[config.mk]
export PLATFORM = sky130hd
export DESIGN_NAME = quoted_escaped_word_tokenizer_core
export DESIGN_NICKNAME = d
export VERILOG_FILES = /design/src/hdl/qewt_pkg.sv /design/src/hdl/qewt_in_reg.sv /design/src/hdl/qewt_decode.sv /design/src/hdl/quoted_escaped_word_tokenizer_core.sv
export SDC_FILE = /design/constraint.sdc
export NUM_CORES = 1
export LEC_CHECK = 0
export ABC_AREA = 1
export CAP_MARGIN = 10
export CORE_ASPECT_RATIO = 1.4
export CORE_MARGIN = 2
export CORE_UTILIZATION = 40
export DETAILED_ROUTE_END_ITERATION = 7
export DONT_BUFFER_PORTS = 1
export GPL_TIMING_DRIVEN = 1
export SYNTH_ARGS = -nofsm -noshare
export SYNTH_HDL_FRONTEND = slang
export SYNTH_SLANG_ARGS = --single-unit
[constraint.sdc]
create_clock -name clk_i -period 4.4 [get_ports clk_i]
set_input_delay 0.66 -clock clk_i [delete_from_list [all_inputs] [get_ports clk_i]]
set_output_delay 0.66 -clock clk_i [all_outputs]
set_load 0.03 [all_outputs]
[src/hdl/qewt_pkg.sv]
// Package for the quoted, escaped word tokeniser: byte codes, widths, result kinds
// and the structs passed between the input register, the decoder and the top level.
// Depends on nothing.
package qewt_pkg;

  localparam int unsigned CHAR_W  = 8;
  localparam int unsigned COUNT_W = 15;
  localparam int unsigned LINE_W  = 16;

  // Capacity after reset, the saturation point of the word counter and the largest
  // length that is ever reported.
  localparam logic [COUNT_W-1:0] CAP_RESET  = 15'h4000;
  localparam logic [COUNT_W-1:0] COUNT_SAT  = 15'h7FFF;
  localparam logic [COUNT_W-1:0] LENGTH_CAP = 15'h4000;

  localparam logic [CHAR_W-1:0] CH_NUL    = 8'h00;
  localparam logic [CHAR_W-1:0] CH_NL     = 8'h0A;
  localparam logic [CHAR_W-1:0] CH_BSLASH = 8'h5C;
  localparam logic [CHAR_W-1:0] CH_SPACE  = 8'h20;
  localparam logic [CHAR_W-1:0] CH_QUOTE  = 8'h22;
  localparam logic [CHAR_W-1:0] CH_LOW_N  = 8'h6E;

  typedef enum logic [1:0] {
    KIND_CHAR     = 2'd0,
    KIND_SPACE    = 2'd1,
    KIND_LINE     = 2'd2,
    KIND_DROPPED  = 2'd3
  } qewt_kind_e;

  typedef struct packed {
    logic [CHAR_W-1:0] text;
    logic              last;
  } qewt_item_t;

  typedef struct packed {
    logic               escape;
    logic               quoted;
    logic [COUNT_W-1:0] count;
    logic [LINE_W-1:0]  lines;
    logic               overflowed;
  } qewt_state_t;

  typedef struct packed {
    logic               valid;
    qewt_kind_e         kind;
    logic [CHAR_W-1:0]  character;
    logic [COUNT_W-1:0] length;
    logic [LINE_W-1:0]  line;
    logic               overflow;
  } qewt_result_t;

  // Reported length: the counter clipped to the largest word length.
  function automatic logic [COUNT_W-1:0] clip_length(input logic [COUNT_W-1:0] count);
    return (count < LENGTH_CAP) ? count : LENGTH_CAP;
  endfunction

endpackage

[src/hdl/qewt_in_reg.sv]
// Input register of the tokeniser: captures one word from the slave stream and holds
// it until the decoder consumes it. Depends on qewt_pkg.
module qewt_in_reg
  import qewt_pkg::*;
(
  input  logic              clk_i,
  input  logic              rst_ni,
  input  logic              s_axis_tvalid,
  output logic              s_axis_tready,
  input  logic [CHAR_W-1:0] s_axis_tdata,
  input  logic              s_axis_tlast,
  input  logic              advance_i,
  output logic              valid_o,
  output qewt_item_t        item_o
);

  logic       valid_q, valid_d;
  qewt_item_t item_q;

  // A new word may enter whenever the register is empty or is being drained.
  assign s_axis_tready = !valid_q || advance_i;

  always_comb begin
    valid_d = valid_q;
    if (s_axis_tready) begin
      valid_d = s_axis_tvalid;
    end
  end

  always_ff @(posedge clk_i or negedge rst_ni) begin
    if (!rst_ni) begin
      valid_q <= 1'b0;
    end else begin
      valid_q <= valid_d;
    end
  end

  always_ff @(posedge clk_i) begin
    if (s_axis_tready && s_axis_tvalid) begin
      item_q.text <= s_axis_tdata;
      item_q.last <= s_axis_tlast;
    end
  end

  assign valid_o = valid_q;
  assign item_o  = item_q;

endmodule

[src/hdl/qewt_decode.sv]
// Decoder of the tokeniser: from one byte, the current state and the capacity it
// works out the next state and the result, if any. Depends on qewt_pkg.
module qewt_decode
  import qewt_pkg::*;
(
  input  qewt_item_t         item_i,
  input  qewt_state_t        state_i,
  input  logic [COUNT_W-1:0] cap_i,
  output qewt_state_t        state_o,
  output qewt_result_t       result_o
);

  logic               slot_full;
  logic [COUNT_W-1:0] count_inc;
  qewt_state_t        nxt;
  qewt_result_t       res;

  assign slot_full = (state_i.count >= cap_i);
  assign count_inc = (state_i.count < COUNT_SAT) ? state_i.count + 1'b1 : state_i.count;

  always_comb begin
    nxt = state_i;
    res = '0;

    if (item_i.text == CH_NUL || item_i.text == CH_NL) begin
      nxt.escape     = 1'b0;
      nxt.lines      = state_i.lines + 1'b1;
      res.valid      = 1'b1;
      res.kind       = KIND_LINE;
      res.length     = clip_length(state_i.count);
      res.overflow   = state_i.overflowed | slot_full;
      nxt.count      = '0;
      nxt.overflowed = 1'b0;
    end else if (state_i.escape) begin
      nxt.escape     = 1'b0;
      nxt.count      = count_inc;
      nxt.overflowed = state_i.overflowed | slot_full;
      res.valid      = 1'b1;
      res.kind       = KIND_CHAR;
      res.character  = (item_i.text == CH_LOW_N) ? CH_NL : item_i.text;
      res.length     = clip_length(count_inc);
      res.overflow   = state_i.overflowed | slot_full;
    end else if (item_i.text == CH_BSLASH) begin
      nxt.escape = 1'b1;
    end else if (item_i.text == CH_QUOTE) begin
      nxt.quoted = !state_i.quoted;
    end else if (item_i.text == CH_SPACE && !state_i.quoted) begin
      if (state_i.count != '0) begin
        res.valid      = 1'b1;
        res.kind       = KIND_SPACE;
        res.length     = clip_length(state_i.count);
        res.overflow   = state_i.overflowed | slot_full;
        nxt.count      = '0;
        nxt.overflowed = 1'b0;
      end else begin
        // A skipped leading space still checks its slot and may mark the next word.
        nxt.overflowed = state_i.overflowed | slot_full;
      end
    end else begin
      nxt.count      = count_inc;
      nxt.overflowed = state_i.overflowed | slot_full;
      res.valid      = 1'b1;
      res.kind       = KIND_CHAR;
      res.character  = item_i.text;
      res.length     = clip_length(count_inc);
      res.overflow   = state_i.overflowed | slot_full;
    end

    res.line = nxt.lines;

    if (item_i.last) begin
      if (!(res.valid && (res.kind == KIND_SPACE || res.kind == KIND_LINE))) begin
        if (nxt.count != '0) begin
          res.valid     = 1'b1;
          res.kind      = KIND_DROPPED;
          res.character = '0;
          res.length    = clip_length(nxt.count);
          res.overflow  = nxt.overflowed;
        end else begin
          res.valid = 1'b0;
        end
      end
      nxt = '0;
    end
  end

  assign state_o  = nxt;
  assign result_o = res;

endmodule

[src/hdl/quoted_escaped_word_tokenizer_core.sv]
// Top level of the quoted, escaped word tokeniser: input register, decoder, state and
// result register. Depends on qewt_pkg, qewt_in_reg and qewt_decode.

// The block takes one text byte per word on the slave stream (tlast marks the last
// byte of a buffer) and takes one word per clock cycle while the master stream does
// not stall. A byte is decoded while it sits in the input register and its result
// is captured in the result register as the byte moves on. The same pass through the
// decoder also updates the tokeniser state (escape, quoting, word count, line count,
// overflow flag) before the next byte. Bytes that give no result (backslash, double
// quote, skipped space, a last byte with nothing pending) are consumed without a
// word on the output. The result register parts the two sides, so one new byte can
// still enter the input register while a finished result waits. token_capacity is
// written through cfg_we_i and cfg_wdata_i and is kept across buffers; it resets to
// 16384. The user must write it only while the block is idle; the block does not
// itself enforce this.
module quoted_escaped_word_tokenizer_core
  import qewt_pkg::*;
(
  input  logic               clk_i,
  input  logic               rst_ni,
  // Configuration: token_capacity.
  input  logic               cfg_we_i,
  input  logic [COUNT_W-1:0] cfg_wdata_i,
  // Slave stream. tdata: text_byte [7:0]. tlast: end_of_buffer.
  input  logic               s_axis_tvalid,
  output logic               s_axis_tready,
  input  logic [7:0]         s_axis_tdata,
  input  logic               s_axis_tlast,
  // Master stream. tdata: character [7:0], word_length [22:8], line_number [38:23],
  // overflow [39]. tuser: kind [1:0].
  output logic               m_axis_tvalid,
  input  logic               m_axis_tready,
  output logic [39:0]        m_axis_tdata,
  output logic [1:0]         m_axis_tuser
);

  logic               in_valid;
  qewt_item_t         in_item;
  logic               advance;
  logic [COUNT_W-1:0] cap_q;
  qewt_state_t        state_q, state_d;
  qewt_result_t       result;
  logic               out_valid_q;
  qewt_result_t       out_q;

  // The decoded byte moves on when the result register is free or being emptied.
  assign advance = in_valid && (!out_valid_q || m_axis_tready);

  qewt_in_reg u_in_reg (
    .clk_i         (clk_i),
    .rst_ni        (rst_ni),
    .s_axis_tvalid (s_axis_tvalid),
    .s_axis_tready (s_axis_tready),
    .s_axis_tdata  (s_axis_tdata),
    .s_axis_tlast  (s_axis_tlast),
    .advance_i     (advance),
    .valid_o       (in_valid),
    .item_o        (in_item)
  );

  qewt_decode u_decode (
    .item_i   (in_item),
    .state_i  (state_q),
    .cap_i    (cap_q),
    .state_o  (state_d),
    .result_o (result)
  );

  // Capacity register.
  always_ff @(posedge clk_i or negedge rst_ni) begin
    if (!rst_ni) begin
      cap_q <= CAP_RESET;
    end else if (cfg_we_i) begin
      cap_q <= cfg_wdata_i;
    end
  end

  // Tokeniser state, updated once for every decoded byte.
  always_ff @(posedge clk_i or negedge rst_ni) begin
    if (!rst_ni) begin
      state_q <= '0;
    end else if (advance) begin
      state_q <= state_d;
    end
  end

  // Result register: the valid flag is control, the payload needs no reset.
  always_ff @(posedge clk_i or negedge rst_ni) begin
    if (!rst_ni) begin
      out_valid_q <= 1'b0;
    end else if (advance) begin
      out_valid_q <= result.valid;
    end else if (m_axis_tready) begin
      out_valid_q <= 1'b0;
    end
  end

  always_ff @(posedge clk_i) begin
    if (advance && result.valid) begin
      out_q <= result;
    end
  end

  assign m_axis_tvalid = out_valid_q;
  assign m_axis_tdata  = {out_q.overflow, out_q.line, out_q.length, out_q.character};
  assign m_axis_tuser  = out_q.kind;

`ifndef NO_ASSERTIONS
  // The last byte of a buffer leaves the tokeniser state cleared.
  a_last_clears: assert property (@(posedge clk_i) disable iff (!rst_ni)
    (advance && in_item.last) |=> (state_q == '0))
    else $error("state not cleared after the last byte of a buffer");

  // A byte that gives no result must not leave a word on the output.
  a_silent_byte: assert property (@(posedge clk_i) disable iff (!rst_ni)
    (advance && !result.valid) |=> !out_valid_q)
    else $error("a silent byte produced an output word");

  // Reported word lengths never pass the length cap.
  a_length_cap: assert property (@(posedge clk_i) disable iff (!rst_ni)
    out_valid_q |-> (out_q.length <= LENGTH_CAP))
    else $error("reported word length above the cap");
`endif

endmodule

## After elaboration in Yosys (flattened, before gate mapping)

Cells that the tools add are included.

- $add $sub $neg: 2
- Order comparisons: 5
- Eq/ne operators: 10
- Multiplexer cells: 51
- Bitwise gates (word level): 1
- Reduce and logical (&&, ||, !) cells: 18

Operator list:

| operator | number |
|---|---|
| 2-to-1 mux 15 bit | 12 |
| 2-to-1 mux 26 bit | 5 |
| < comparator 15 bit, second input constant | 4 |
| 2-to-1 mux 34 bit | 1 |
| 2-to-1 mux 16 bit | 2 |
| nonzero test 15 bit | 2 |
| 2-to-1 mux 25 bit | 1 |
| 2-to-1 mux 1 bit | 24 |
| 2-to-1 mux 8 bit | 3 |
| adder 16 x 1 -> 16 bit, second input constant | 1 |
| == test 8 x 6 -> 1 bit, second input constant | 2 |
| == test 8 x 7 -> 1 bit, second input constant | 2 |
| adder 15 x 1 -> 15 bit, second input constant | 1 |
| greater-or-equal comparator 15 bit | 1 |
| 2-to-1 mux 3 bit | 3 |
| == test 8 x 4 -> 1 bit, second input constant | 1 |
| logical NOT 8 bit | 1 |
| logical AND 1 bit | 5 |
| AND reduction 5 bit | 1 |
| logical OR 1 bit | 4 |
| != test 2 bit, second input constant | 2 |
| nonzero test 2 bit | 2 |
| logical NOT 1 bit | 3 |
| == test 2 x 1 -> 1 bit, second input constant | 1 |
| 3 further kinds | 3 |

- Register bits: 102
- Bits of input ports: 29
- Output and inout bits: 44
- Word-level logic and storage cells: 102

## Longest topological paths before layout

Gate-level depths: netlist of the first run.

- Depth in word-level cells: 15
- Gate-level depth with buffers: 18
- Mapped depth without buffers: 17

## Hierarchy

A second synthesis of the first run with hierarchy kept.

- Cell total of the unflattened synthesis: 896
- Area, all modules: 6680.2 µm²

Modules (own cells, without submodules):

| module | times used | cells an instance | area an instance (µm²) | seq. area each (µm²) |
|---|---|---|---|---|
| quoted_escaped_word_tokenizer_core | 1 | 260 | 3281.9 | 2513.7 |
| qewt_decode | 1 | 621 | 3083.0 | 0.0 |
| qewt_in_reg | 1 | 15 | 315.3 | 295.3 |

## Worst setup path after synthesis of the first run

OpenSTA, ideal clock, no wires.

- Path type: reg-to-reg
- Start point: register state_q[17] (netlist bit)
- End point: register out_q (netlist bit m_axis_tdata[0]) (enable)
- Setup time: 0.396 ns
- Arrival: 2.531 ns
- Required time: 4.004 ns
- Setup slack: 1.473 ns
- Cell stages (with the launch flop): 16
- Buffers on the path: 0
- Period minus slack after synthesis: 2.927 ns
- Path through: dfrtp_1 -> ha_1 -> nand3_1 -> nor2_4 -> nand3_1 -> nand2_1 -> nand2_1 -> nand2_4 -> nand2_1 -> nand2_2 -> nand2_4 -> nand3_1 -> nor2_1 -> nand3_1 -> nand2_1 -> inv_1

- Cells in the longest elaborated chain, start to end: 13
- Elaborated cells on any way between the ends: 25
- Classes of those cells: add/sub (1); order compare (1); eq/ne (2); mux (16); reduce/logical (5)

RTL lines:

| element | line | RTL |
|---|---|---|
| start, declared | quoted_escaped_word_tokenizer_core.sv:41 | `qewt_state_t state_q, state_d;` |
| start signal, assigned | quoted_escaped_word_tokenizer_core.sv:83 | `state_q <= state_d;` |
| parallel branches: the longest is 11 deep, another holds adder 15 x 1 -> 15 bit | - |  |
| 2-to-1 mux 26 bit * | qewt_decode.sv:71 | `if (item_i.last) begin` |
| logical AND 1 bit * | quoted_escaped_word_tokenizer_core.sv:99 | `if (advance && result.valid) begin` |
| end signal, assigned | quoted_escaped_word_tokenizer_core.sv:100 | `out_q <= result;` |
| end, declared | quoted_escaped_word_tokenizer_core.sv:44 | `qewt_result_t out_q;` |

Every way passes the cells marked *. The select of a mux whose other input is x is not followed.
A chain may end at the register's enable or synchronous reset.

## Final worst setup path of the first run

- Start point: register state_q[18] (netlist bit)
- End point: register out_q (netlist bit m_axis_tdata[16]) (enable)

Same word-level chain as after synthesis.

==> results.sh, run 1 <==
export IMPL_setup_total_negative_slack_ns=0
export IMPL_worstPathBufferInverterCount=2
export IMPL_layout_area_overhead_vs_synth_pct=8.30
export IMPL_p_int_mw=1.84
export IMPL_hold_buffers_post_cts=2
export IMPL_power_density_nw_per_um2=461
export IMPL_vias_per_cell=5.46
export IMPL_cts_max_level=3
export IMPL_n_antenna_cell=0
export IMPL_postLayoutSetupSlackWorst_ns=1.29
export IMPL_clockRootBuffer="clkbuf_16"
export IMPL_synth_enable_flop_cells=51
export IMPL_startpoint_type="flip-flop"
export IMPL_worst_ir_drop_vdd_uv=194
export IMPL_initial_core_util_pct=41.1
export IMPL_detailedRoute_firstIterationViolations=413
export IMPL_antenna_violations_before_repair=0
export IMPL_yosys_most_used_dff="edfxtp_1"
export IMPL_routed_via_count=5129
export IMPL_finalMaxSlewViolations=0
export IMPL_timing_final_setup_violations=0
export IMPL_wire_per_inst_um=17.2
export IMPL_fp_dieW_um=107
export IMPL_cts_resized=0
export IMPL_max_slew_margin_rel_pct=37.9
export IMPL_rows=52
export IMPL_critical_path_top_delay_family="simple AND/OR/NAND/NOR gates"
export IMPL_detail_route_drc_violations=0
export IMPL_ys_ff_latch=102
export IMPL_share_clk_of_total_power_pct=27.7
export IMPL_report_final_hold_viol_count=0
export IMPL_clock_tree_buffer_depth=2
export IMPL_max_cap_violations=0
export IMPL_clk_insertion_delay_late_ns=0.36
export IMPL_p_sw_mw=1.15
export IMPL_place_detailed_instances=922
export IMPL_fmaxAchievable_mhz=321
export IMPL_clock_sink_count=102
export IMPL_maximum_number_of_pins_on_one_net_before_global_route_repair=45
export IMPL_globalRouteTotalUtil_pct=20.6
export IMPL_grt_pass1_vias=4810
export IMPL_core_region_area_um2=14600
export IMPL_leakage_dissipation_nw=2.99
export IMPL_synthesis_yosys_warnings=0
export IMPL_fill_cells=1477
export IMPL_drt_total_wl_um=16200
export IMPL_final_setup_skew_ns=0.0175
export IMPL_clock_slew_at_reported_path_ffs_ns=0.08
export IMPL_worstReg2RegEnd="m_axis_tdata[16]"
export IMPL_synth_net_count=798
export IMPL_finish_cell_count_without_fillers=940
export IMPL_place_gp_congestion=0.944
export IMPL_regToRegStartpoint="state_q[18]"
export IMPL_critical_path_cell_chain="ha_1 -> nand3_1 -> nor2_4 -> nand3_1 -> nand2_1 -> nand2_1 -> nand2_4 -> nand2_1 -> nand2_2 -> nand2_4 -> nand3_1 -> nor2_1 -> nand3_1 -> nand2_1 -> inv_1 -> buf_4"
export IMPL_switching_share_pct=38.5
export IMPL_global_route_overflow_total=0
export IMPL_die_h_um=149
export IMPL_yosysUniqueCellTypes=42
export IMPL_post_synth_top_area_cell="edfxtp_1"
export IMPL_critical_path_endpoint_type="flip-flop"
export IMPL_placement_io_buffers=0
export IMPL_comb_power_share_pct=20.5
export IMPL_detail_route_antenna_nets=0
export IMPL_synthesis_area_per_instance_um2=7.97
export IMPL_post_cts_repair_setup_buffers=0
export IMPL_boundaryPins=73
export IMPL_worst_path_max_fanout=42
export IMPL_rsz0062_at_grt="false"
export IMPL_ff2ff_setup_slack_ns=1.29
export IMPL_cts_tree="done"
export IMPL_ys_async_sr_fraction_pct=50.0
export IMPL_grt_first_pass_wirelength_um=25500
export IMPL_yosys_top_cells_area="edfxtp_1 26%, dfrtp_1 21%, nand2_1 13%"
export IMPL_cp_arrival_ns=3.10
export IMPL_seq_power_share_pct=51.9
export IMPL_timing_final_crit_share_pct=70.8
export IMPL_post_route_cells_drive_above_1_share_pct=7.59
export IMPL_layout_nets=793
export IMPL_cts_made_buffers=9
export IMPL_yosysTopAreaCellShare_pct=25.6
export IMPL_mappedNetlistArea_um2=5990
export IMPL_floorplan_die_area_um2=16000
export IMPL_fraction_of_the_yosys_area_taken_by_sequential_cells_pct=46.9
export IMPL_synthCells=751
export IMPL_pre_cts_ws_ns=1.32
export IMPL_max_stage_delay_ns=0.47
export IMPL_reg2reg_depth=16
export IMPL_outcome="complete, no violations"
export IMPL_dp_final_hpwl_um=11900
export IMPL_critical_path_type="flip-flop to flip-flop"
export IMPL_class_of_the_tightest_hold_or_removal_check="input port to async pin"
export IMPL_timing_critical_path_required_ns=4.39
export IMPL_period_needed_ns=3.11
export IMPL_drt_first_pass_iters=6
export IMPL_worst_path_max_delay_cell="dfrtp_1"
export IMPL_tightestPinTransition_ns=0.926
[worst register-to-register path: cells and delay by family, from the launching register on]
kind | cells | cell delay [ns]
simple gates | 13 | 1.48
fa+ha+maj | 1 | 0.28
flops | 1 | 0.47
buf+inv | 2 | 0.48
[worst max-delay path by stage]
stage | to | depth (start not counted) | startpoint | slack [ns]
after floorplan | m_axis_tdata[0] | 15 | state_q[17] | 1.47
after global placement | m_axis_tdata[11] | 16 | state_q[17] | 1.46
after detailed placement | m_axis_tdata[12] | 16 | state_q[18] | 1.32
after CTS | m_axis_tdata[16] | 16 | state_q[18] | 1.29
after global routing | m_axis_tdata[16] | 16 | state_q[18] | 1.08
final | m_axis_tdata[16] | 16 | state_q[18] | 1.29
[cell families (layout without fill, tap and decap cells)]
kind of cell | after synthesis | count (layout) | share of synthesized area (%)
and+or+nand+nor | 383 | 383 | 28.3
adders and majority gates | 18 | 18 | 3.76
DFF | 102 | 102 | 46.9
muxes | 1 | 1 | 0.188
buffers and inverters | 118 | 118 | 7.94
xor gates and xnor gates | 16 | 16 | 2.34
AOI/OAI and AO/OA | 113 | 113 | 10.5
[layer usage]
| layer | share of wire, % | vias to the layer above | global-route usage (%) |
|---|---|---|---|
| li1 | - | 2477 | - |
| met1 | 43 | 2424 | 26.4 |
| met2 | 50 | 198 | 35.5 |
| met3 | 4.4 | 30 | 2.14 |
| met4 | 2.7 | 0 | 8.40 |
| met5 | 0 | - | 0 |
[metrics by stage]
stage	total power, mW	util, %	instance area, um2	hold slack [ns]
floorplan	1.99	-	5990	0.364
global placement	2.16	42.2	6140	0.367
detailed placement	2.16	42.2	6140	0.367
CTS	3.00	44.5	6480	0.144
global route	3.12	44.5	6480	0.146
finish	2.99	44.5	6480	0.148
[power groups by stage]
stage	Sequential (mW)	Clock, mW	Combinational, mW
after detailed placement	1.57	0	0.590
final	1.55	0.827	0.611
after global routing	1.57	0.872	0.678
after floorplan	1.53	0	0.461
after global placement	1.57	0	0.593
after CTS	1.55	0.840	0.606
[cells in the final DEF, fill, tap and decap left out, drive strengths merged]
| cell type | n |
|---|---|
| a211oi | 1 |
| a21boi | 1 |
| a21oi | 21 |
| a22o | 1 |
| a31oi | 2 |
| buf | 6 |
| bufinv | 1 |
| clkbuf | 9 |
| clkinv | 3 |
| clkinvlp | 1 |
| dfrtp | 50 |
| dfstp | 1 |
| dlygate4sd3 | 1 |
| edfxtp | 51 |
| ha | 18 |
| inv | 97 |
| mux2 | 1 |
| nand2 | 213 |
| nand3 | 62 |
| nand3b | 1 |
| nand4 | 11 |
| nor2 | 78 |
| nor3 | 15 |
| nor3b | 1 |
| nor4 | 1 |
| o211ai | 1 |
| o21a | 1 |
| o21ai | 58 |
| o22ai | 25 |
| o31ai | 1 |
| o41ai | 1 |
| or2 | 1 |
| xor2 | 16 |
[flip-flops by register name, indices dropped and copies added, names as in the netlist]
name              flops
m_axis_tdata         40
state_q              34
u_in_reg.item_o       9
m_axis_tvalid         1
m_axis_tuser          2
u_in_reg.valid_o      1
cap_q                15
[synthesized netlist by cell type, types with 2 or more instances]
cell,n
nor2_4,5
nand2_1,202
nand4_1,11
dfrtp_1,50
xor2_1,16
nand2_4,4
inv_2,7
nand3_2,2
o21ai_1,3
nand2_2,7
o22ai_1,25
o21ai_0,54
a21oi_1,21
ha_1,18
inv_1,87
edfxtp_1,51
buf_4,3
buf_6,2
buf_2,5
nor2_1,67
nor3_1,15
nand3_1,59
clkbuf_1,11
a31oi_1,2
nor2_2,6
buf_1,2
[final cells by class]
type	count	area, um2	area share, %
flip-flops and latches	102	2810	43.3
multi-input cells	531	2700	41.7
inverters	95	357	5.50
well taps	189	236	3.65
clock buffers	9	225	3.47
clock inverters	7	78.8	1.22
repair buffers	7	75.1	1.16
Power figures use the tool's default switching activity.
==> run 2, diff against run 1 <==
- ABC_AREA: 1 -> 0
- clock period: 4.4 -> 2.7 ns (I/O delays scaled with it)
==> run 2 against run 1 <==
The flow now finishes with violations (setup timing); clock power up 50%; combinational power up 130%; cell area rose by 19%; largest cell class is now multi-input combinational cells; count of clock-buffer cells in the layout unchanged; sequential cell count did not move.
==> results.sh, run 2 <==
export IMPL_outcome="finished with violations"
export IMPL_violations="setup timing"
export IMPL_detail_route_drc_violations=0
export IMPL_fmaxAchievable_mhz=313
export IMPL_class_of_the_tightest_hold_or_removal_check="input port to flip-flop"
export IMPL_final_cell_mix="146 x buf_4, 62 x nand2_1, 51 x edfxtp_1"
export IMPL_detailedRoute_firstIterationViolations=354
export IMPL_mappedNetlistArea_um2=5740
export IMPL_vias_per_cell=5.75
export IMPL_critical_path_endpoint_type="flip-flop"
export IMPL_initial_core_util_pct=41.1
export IMPL_critical_path_type="flip-flop to flip-flop"
export IMPL_cts_tree="done"
export IMPL_finalMaxSlewViolations=0
export IMPL_synth_enable_flop_cells=51
export IMPL_groute_layer_met1_usage_pct=29.4
export IMPL_globalRouteTotalUtil_pct=24.0
export IMPL_yosys_most_used_dff="edfxtp_1"
export IMPL_timing_critical_path_required_ns=2.79
export IMPL_drt_total_wl_um=18100
export IMPL_drt_first_pass_iters=5
export IMPL_layout_cells_most_common="buf_4"
export IMPL_fill_cells=1203
export IMPL_synthesis_area_per_instance_um2=9.81
export IMPL_post_synth_top_count_cell="nand2_1"
export IMPL_power_density_nw_per_um2=649
export IMPL_wire_per_inst_um=20.0
export IMPL_startpoint_type="flip-flop"
export IMPL_layout_nets=764
export IMPL_number_of_flip_flops_under_the_largest_register_name=40
export IMPL_placement_io_buffers=0
export IMPL_fraction_of_the_yosys_area_taken_by_sequential_cells_pct=48.9
export IMPL_period_needed_ns=3.20
export IMPL_synthCells=585
export IMPL_clock_slew_at_reported_path_ffs_ns=0.07
export IMPL_max_slew_margin_rel_pct=53.0
export IMPL_post_synth_top_area_cell="edfxtp_1"
export IMPL_core_region_area_um2=14000
export IMPL_report_final_hold_viol_count=0
export IMPL_n_antenna_cell=0
export IMPL_cts_made_buffers=9
export IMPL_ys_ff_latch=102
export IMPL_tightestPinTransition_ns=0.706
export IMPL_timing_final_crit_share_pct=118
export IMPL_ys_async_sr_fraction_pct=50.0
export IMPL_layout_area_overhead_vs_synth_pct=34.4
export IMPL_clk_insertion_delay_late_ns=0.35
export IMPL_grt_use_met2_pct=40.1
export IMPL_place_gp_congestion=1.00
export IMPL_fp_dieW_um=105
export IMPL_max_cap_violations=0
export IMPL_clock_tree_buffer_depth=2
export IMPL_worst_path_max_fanout=7
export IMPL_clock_sink_count=102
export IMPL_rsz0062_at_grt="true"
export IMPL_synthTopCellsByCount="67 x nand2_1, 51 x edfxtp_1, 50 x dfrtp_1, 50 x o21ai_0, 43 x nor2_1"
export IMPL_maximum_number_of_pins_on_one_net_before_global_route_repair=52
export IMPL_leakage_dissipation_nw=3.26
export IMPL_grt_first_pass_wirelength_um=28600
export IMPL_cts_max_level=3
export IMPL_antenna_violations_before_repair=0
export IMPL_top_usage_layer="met2"
export IMPL_worst_ir_drop_vdd_uv=374
export IMPL_post_route_cells_drive_above_1_share_pct=34.1
export IMPL_synthesis_yosys_warnings=0
export IMPL_clockRootBuffer="clkbuf_16"
export IMPL_grt_pass1_vias=5248
export IMPL_setup_total_negative_slack_ns=-31.03
export IMPL_yosys_top_cells_area="edfxtp_1 27%, dfrtp_1 22%, nand2_1 4.4%"
export IMPL_dp_final_hpwl_um=13600
export IMPL_cp_arrival_ns=3.29
export IMPL_fin_hold_ws_ns=0.120
export IMPL_timing_final_setup_violations=69
export IMPL_routed_via_count=5212
export IMPL_use_met3_pct=4.88
export IMPL_rows=51
export IMPL_global_route_overflow_total=0
export IMPL_detail_route_antenna_nets=0
export IMPL_die_h_um=146
export IMPL_floorplan_die_area_um2=15300
export IMPL_postLayoutSetupSlackWorst_ns=-0.497
export IMPL_synth_net_count=632
export IMPL_yosysTopAreaCellShare_pct=26.7
export IMPL_final_setup_skew_ns=0.00653
export IMPL_yosysUniqueCellTypes=74
export IMPL_boundaryPins=73
## run 2: changes by cell type after synthesis, moves of 9 or more
cell,previous run,this run
nand3_1,59,19
a22o_1,1,16
o22ai_1,25,1
clkbuf_1,11,28
xnor2_1,0,11
a21o_1,0,9
nor2_1,67,43
inv_1,87,19
nand2_1,202,67
xor2_1,16,5
and3_1,0,11
## run 2: logic make-up (layout without fill, tap and decap cells)
logic type / after synthesis / in the layout / share of synthesized area [%]
fa+ha+maj: 18 / 18 / 3.92
flops: 102 / 102 / 48.9
mux: 9 / 9 / 1.59
compound gates: 166 / 166 / 19.3
xor+xnor: 16 / 16 / 2.44
simple gates: 213 / 214 / 19.1
buf+inv: 61 / 197 / 4.71
## run 2: cell type report
type,count,area (um2),share of cell area [%]
Timing Repair Buffer,162,1330,17.2
Multi-Input combinational cell,423,3000,38.9
Inverter,19,71.3,0.924
Clock buffer,9,225,2.92
Clock inverter,7,55.1,0.713
Tap cell,185,231,3.00
Sequential cell,102,2810,36.4
## run 2: what timing repair did
action | in CTS | in global routing
pin swaps | 3 | 19
cloned | 3 | 0
hold buffers | 2 | 0
gates resized for setup | 25 | 39
setup buffers | 6 | 2
endpoints found under the setup margin | 69 | 77
hold endpoints to repair | 51 | 0
## run 2: per-layer routing
layer,vias up,part of all wire [%]
li1,2432,-
met1,2503,39
met2,210,50
met3,67,5.9
met4,0,5.3
met5,-,0
## run 2: worst paths after layout
path	from	endpoint	slack (ns)	cells after the start
worst min-delay path	cfg_we_i	cap_q[14]	0.12	1
worst max-delay path	u_in_reg.item_o[6]	m_axis_tdata[14]	-0.50	11
worst max register to register	u_in_reg.item_o[6]	m_axis_tdata[14]	-0.50	11
min in group asynchronous	rst_ni	state_q[15]	0.63	2
worst min register to register	cap_q[0]	cap_q[0]	0.52	1
max in group asynchronous	rst_ni	cap_q[14]	1.79	2
## run 2: critical path, cell delays in order (launching register included)
cell	delay [ns]
edfxtp_1	0.39
or4b_4	0.59
or3_4	0.45
buf_6	0.16
a31oi_4	0.13
a311oi_2	0.06
o21bai_4	0.21
nor4b_4	0.35
a31o_4	0.26
buf_6	0.15
buf_6	0.11
a31oi_1	0.08
## run 2: power breakdown
group	total [mW]	switching [mW]	internal [mW]
sequential	2.38	0.447	1.94
combinational	1.38	0.751	0.632
clock	1.24	0.603	0.637
## run 2: metrics by stage
| step | total power, mW | instance area (um2) | utilization [%] | cells | setup WS, ns |
|---|---|---|---|---|---|
| floorplan | 3.02 | 5810 | - | 585 | -0.890 |
| CTS | 4.93 | 7510 | 53.7 | 906 | -0.450 |
| detailed placement | 3.57 | 7020 | 50.2 | 879 | -0.533 |
| global route | 5.22 | 7720 | 55.2 | 907 | -0.575 |
| finish | 5.00 | 7720 | 55.2 | 907 | -0.497 |
| global placement | 3.55 | 7020 | 50.2 | 879 | -0.449 |
==> run 3, diff against run 2 <==
- PLACE_DENSITY_LB_ADDON: unset -> 0.12
==> run 3 against run 2 <==
The run still ends with setup timing left; clock skew grew 0.0039 ns; combinational power is essentially flat; core utilization shrank 0.48 points; cell area shrank 0.88%; first-iteration DRC count shrank 23%; count of clock-buffer cells in the layout grew 2; hold slack lost 0.0074 ns.
==> results.sh, run 3 (synthesis gave the netlist of run 2 again) <==
export IMPL_regToRegStartpoint="u_in_reg.item_o[2]"
export IMPL_min_from="cfg_we_i"
export IMPL_worst_ir_drop_vdd_uv=390
export IMPL_clock_slew_at_reported_path_ffs_ns=0.07
export IMPL_critical_path_type="flip-flop to flip-flop"
export IMPL_wire_per_inst_um=19.7
export IMPL_period_needed_ns=3.16
export IMPL_max_slew_margin_rel_pct=67.4
export IMPL_max_cap_violations=0
export IMPL_worst_path_max_fanout=25
export IMPL_boundaryPins=73
export IMPL_detailedRoute_firstIterationViolations=273
export IMPL_finalMaxSlewViolations=0
export IMPL_initial_core_util_pct=41.1
export IMPL_maximum_number_of_pins_on_one_net_before_global_route_repair=52
export IMPL_timing_final_crit_share_pct=117
export IMPL_groute_layer_met1_usage_pct=30.6
export IMPL_rsz0062_at_grt="true"
export IMPL_timing_critical_path_required_ns=2.81
export IMPL_rows=51
export IMPL_timing_final_setup_violations=69
export IMPL_setup_total_negative_slack_ns=-27.71
export IMPL_class_of_the_tightest_hold_or_removal_check="input port to flip-flop"
export IMPL_antenna_violations_before_repair=0
export IMPL_dp_final_hpwl_um=13400
export IMPL_worstReg2RegEnd="m_axis_tdata[16]"
export IMPL_clock_sink_count=102
export IMPL_use_met3_pct=5.11
export IMPL_fp_dieW_um=105
export IMPL_min_to="cap_q[14]"
export IMPL_die_h_um=146
export IMPL_routed_via_count=5122
export IMPL_leakage_dissipation_nw=3.26
export IMPL_cts_max_level=3
export IMPL_utilization_pct=54.7
export IMPL_globalRouteTotalUtil_pct=24.4
export IMPL_layout_nets=766
export IMPL_core_region_area_um2=14000
export IMPL_report_final_hold_viol_count=0
export IMPL_final_cell_mix="149 x buf_4, 65 x nand2_1, 51 x edfxtp_1"
export IMPL_layout_area_overhead_vs_synth_pct=33.3
export IMPL_place_gp_congestion=0.979
export IMPL_cp_arrival_ns=3.26
export IMPL_number_of_flip_flops_under_the_largest_register_name=40
export IMPL_drt_total_wl_um=17900
export IMPL_placement_io_buffers=0
export IMPL_clockRootBuffer="clkbuf_16"
export IMPL_post_route_cells_drive_above_1_share_pct=31.8
export IMPL_n_antenna_cell=0
export IMPL_outcome="finished with violations"
export IMPL_place_area_um2=6930
export IMPL_grt_use_met2_pct=40.7
export IMPL_power_density_nw_per_um2=658
export IMPL_place_detailed_instances=870
export IMPL_fmaxAchievable_mhz=317
export IMPL_fin_total_pwr_mw=5.04
export IMPL_clk_insertion_delay_late_ns=0.36
export IMPL_grt_first_pass_wirelength_um=28800
export IMPL_cts_made_buffers=9
export IMPL_reg2reg_depth=11
export IMPL_violations="setup timing"
export IMPL_floorplan_die_area_um2=15300
export IMPL_startpoint_type="flip-flop"
export IMPL_post_route_cell_area_um2=7650
export IMPL_clock_tree_buffer_depth=2
export IMPL_critical_path_endpoint_type="flip-flop"
export IMPL_tightestPinTransition_ns=0.488
export IMPL_global_route_overflow_total=0
export IMPL_grt_pass1_vias=5253
export IMPL_ff2ff_setup_slack_ns=-0.46
export IMPL_finish_cell_count_without_fillers=909
export IMPL_detail_route_drc_violations=0
export IMPL_cts_tree="done"
export IMPL_top_usage_layer="met2"
export IMPL_final_setup_skew_ns=0.0104
export IMPL_detail_route_antenna_nets=0
export IMPL_number_of_cells_on_the_worst_hold_path=1
export IMPL_layout_cells_most_common="buf_4"
export IMPL_postLayoutSetupSlackWorst_ns=-0.456
export IMPL_vias_per_cell=5.63
export IMPL_drt_first_pass_iters=5
## run 3: critical path, cell delays in order (launching register included)
cell	delay, ns
edfxtp_1	0.38
or4b_4	0.59
or3_4	0.41
buf_6	0.15
a31oi_2	0.14
a311oi_2	0.08
o21bai_4	0.21
nor4b_4	0.29
nand3_2	0.17
nor2_4	0.17
nor3_4	0.07
buf_12	0.20
## run 3: final cells by class
| cell class | instances | area, um2 |
|---|---|---|
| clock buffers | 11 | 243 |
| inverters | 19 | 71.3 |
| well taps | 185 | 231 |
| repair buffers | 164 | 1350 |
| clock inverters | 5 | 42.5 |
| multi-input cells | 423 | 2910 |
| flip-flops and latches | 102 | 2810 |
| fillers | 1227 | 6330 |
## run 3: worst max-delay path by stage
stage | start | endpoint | cells after the start
2_1_floorplan | u_in_reg.item_o[1] | m_axis_tdata[0] | 10
3_3_place_gp | u_in_reg.item_o[1] | m_axis_tdata[14] | 10
3_5_place_dp | u_in_reg.item_o[1] | m_axis_tdata[14] | 11
4_1_cts | u_in_reg.item_o[2] | m_axis_tdata[16] | 11
5_1_grt | u_in_reg.item_o[2] | m_axis_tdata[16] | 11
6_report | u_in_reg.item_o[2] | m_axis_tdata[16] | 11
## run 3: report_power, final
part	internal [mW]	switching [mW]	total (mW)	leakage, nW
clock	0.662	0.603	1.27	0.142
combinational	0.656	0.749	1.41	1.94
sequential	1.94	0.430	2.37	1.18
## run 3: per-layer routing
metal,routed length (um),vias to the layer above
met5,0,-
met3,704,34
met4,625,0
met1,7610,2509
met2,9000,138
li1,-,2441
## run 3: timing repair
action                                  CTS  global route
cloned                                    4             1
pin swaps                                 6             3
hold buffers                              2             0
buffers inserted                         13             4
endpoints found under the setup margin   69            80
gates resized for setup                  25            17
hold endpoints to repair                 51             0
## run 3: per-stage QoR
stage	hold WS, ns	worst slack [ns]
6_report	0.113	-0.456
5_1_grt	0.0983	-0.566
4_1_cts	0.0977	-0.423
3_5_place_dp	0.111	-0.514
3_3_place_gp	0.111	-0.492
2_1_floorplan	0.109	-0.890
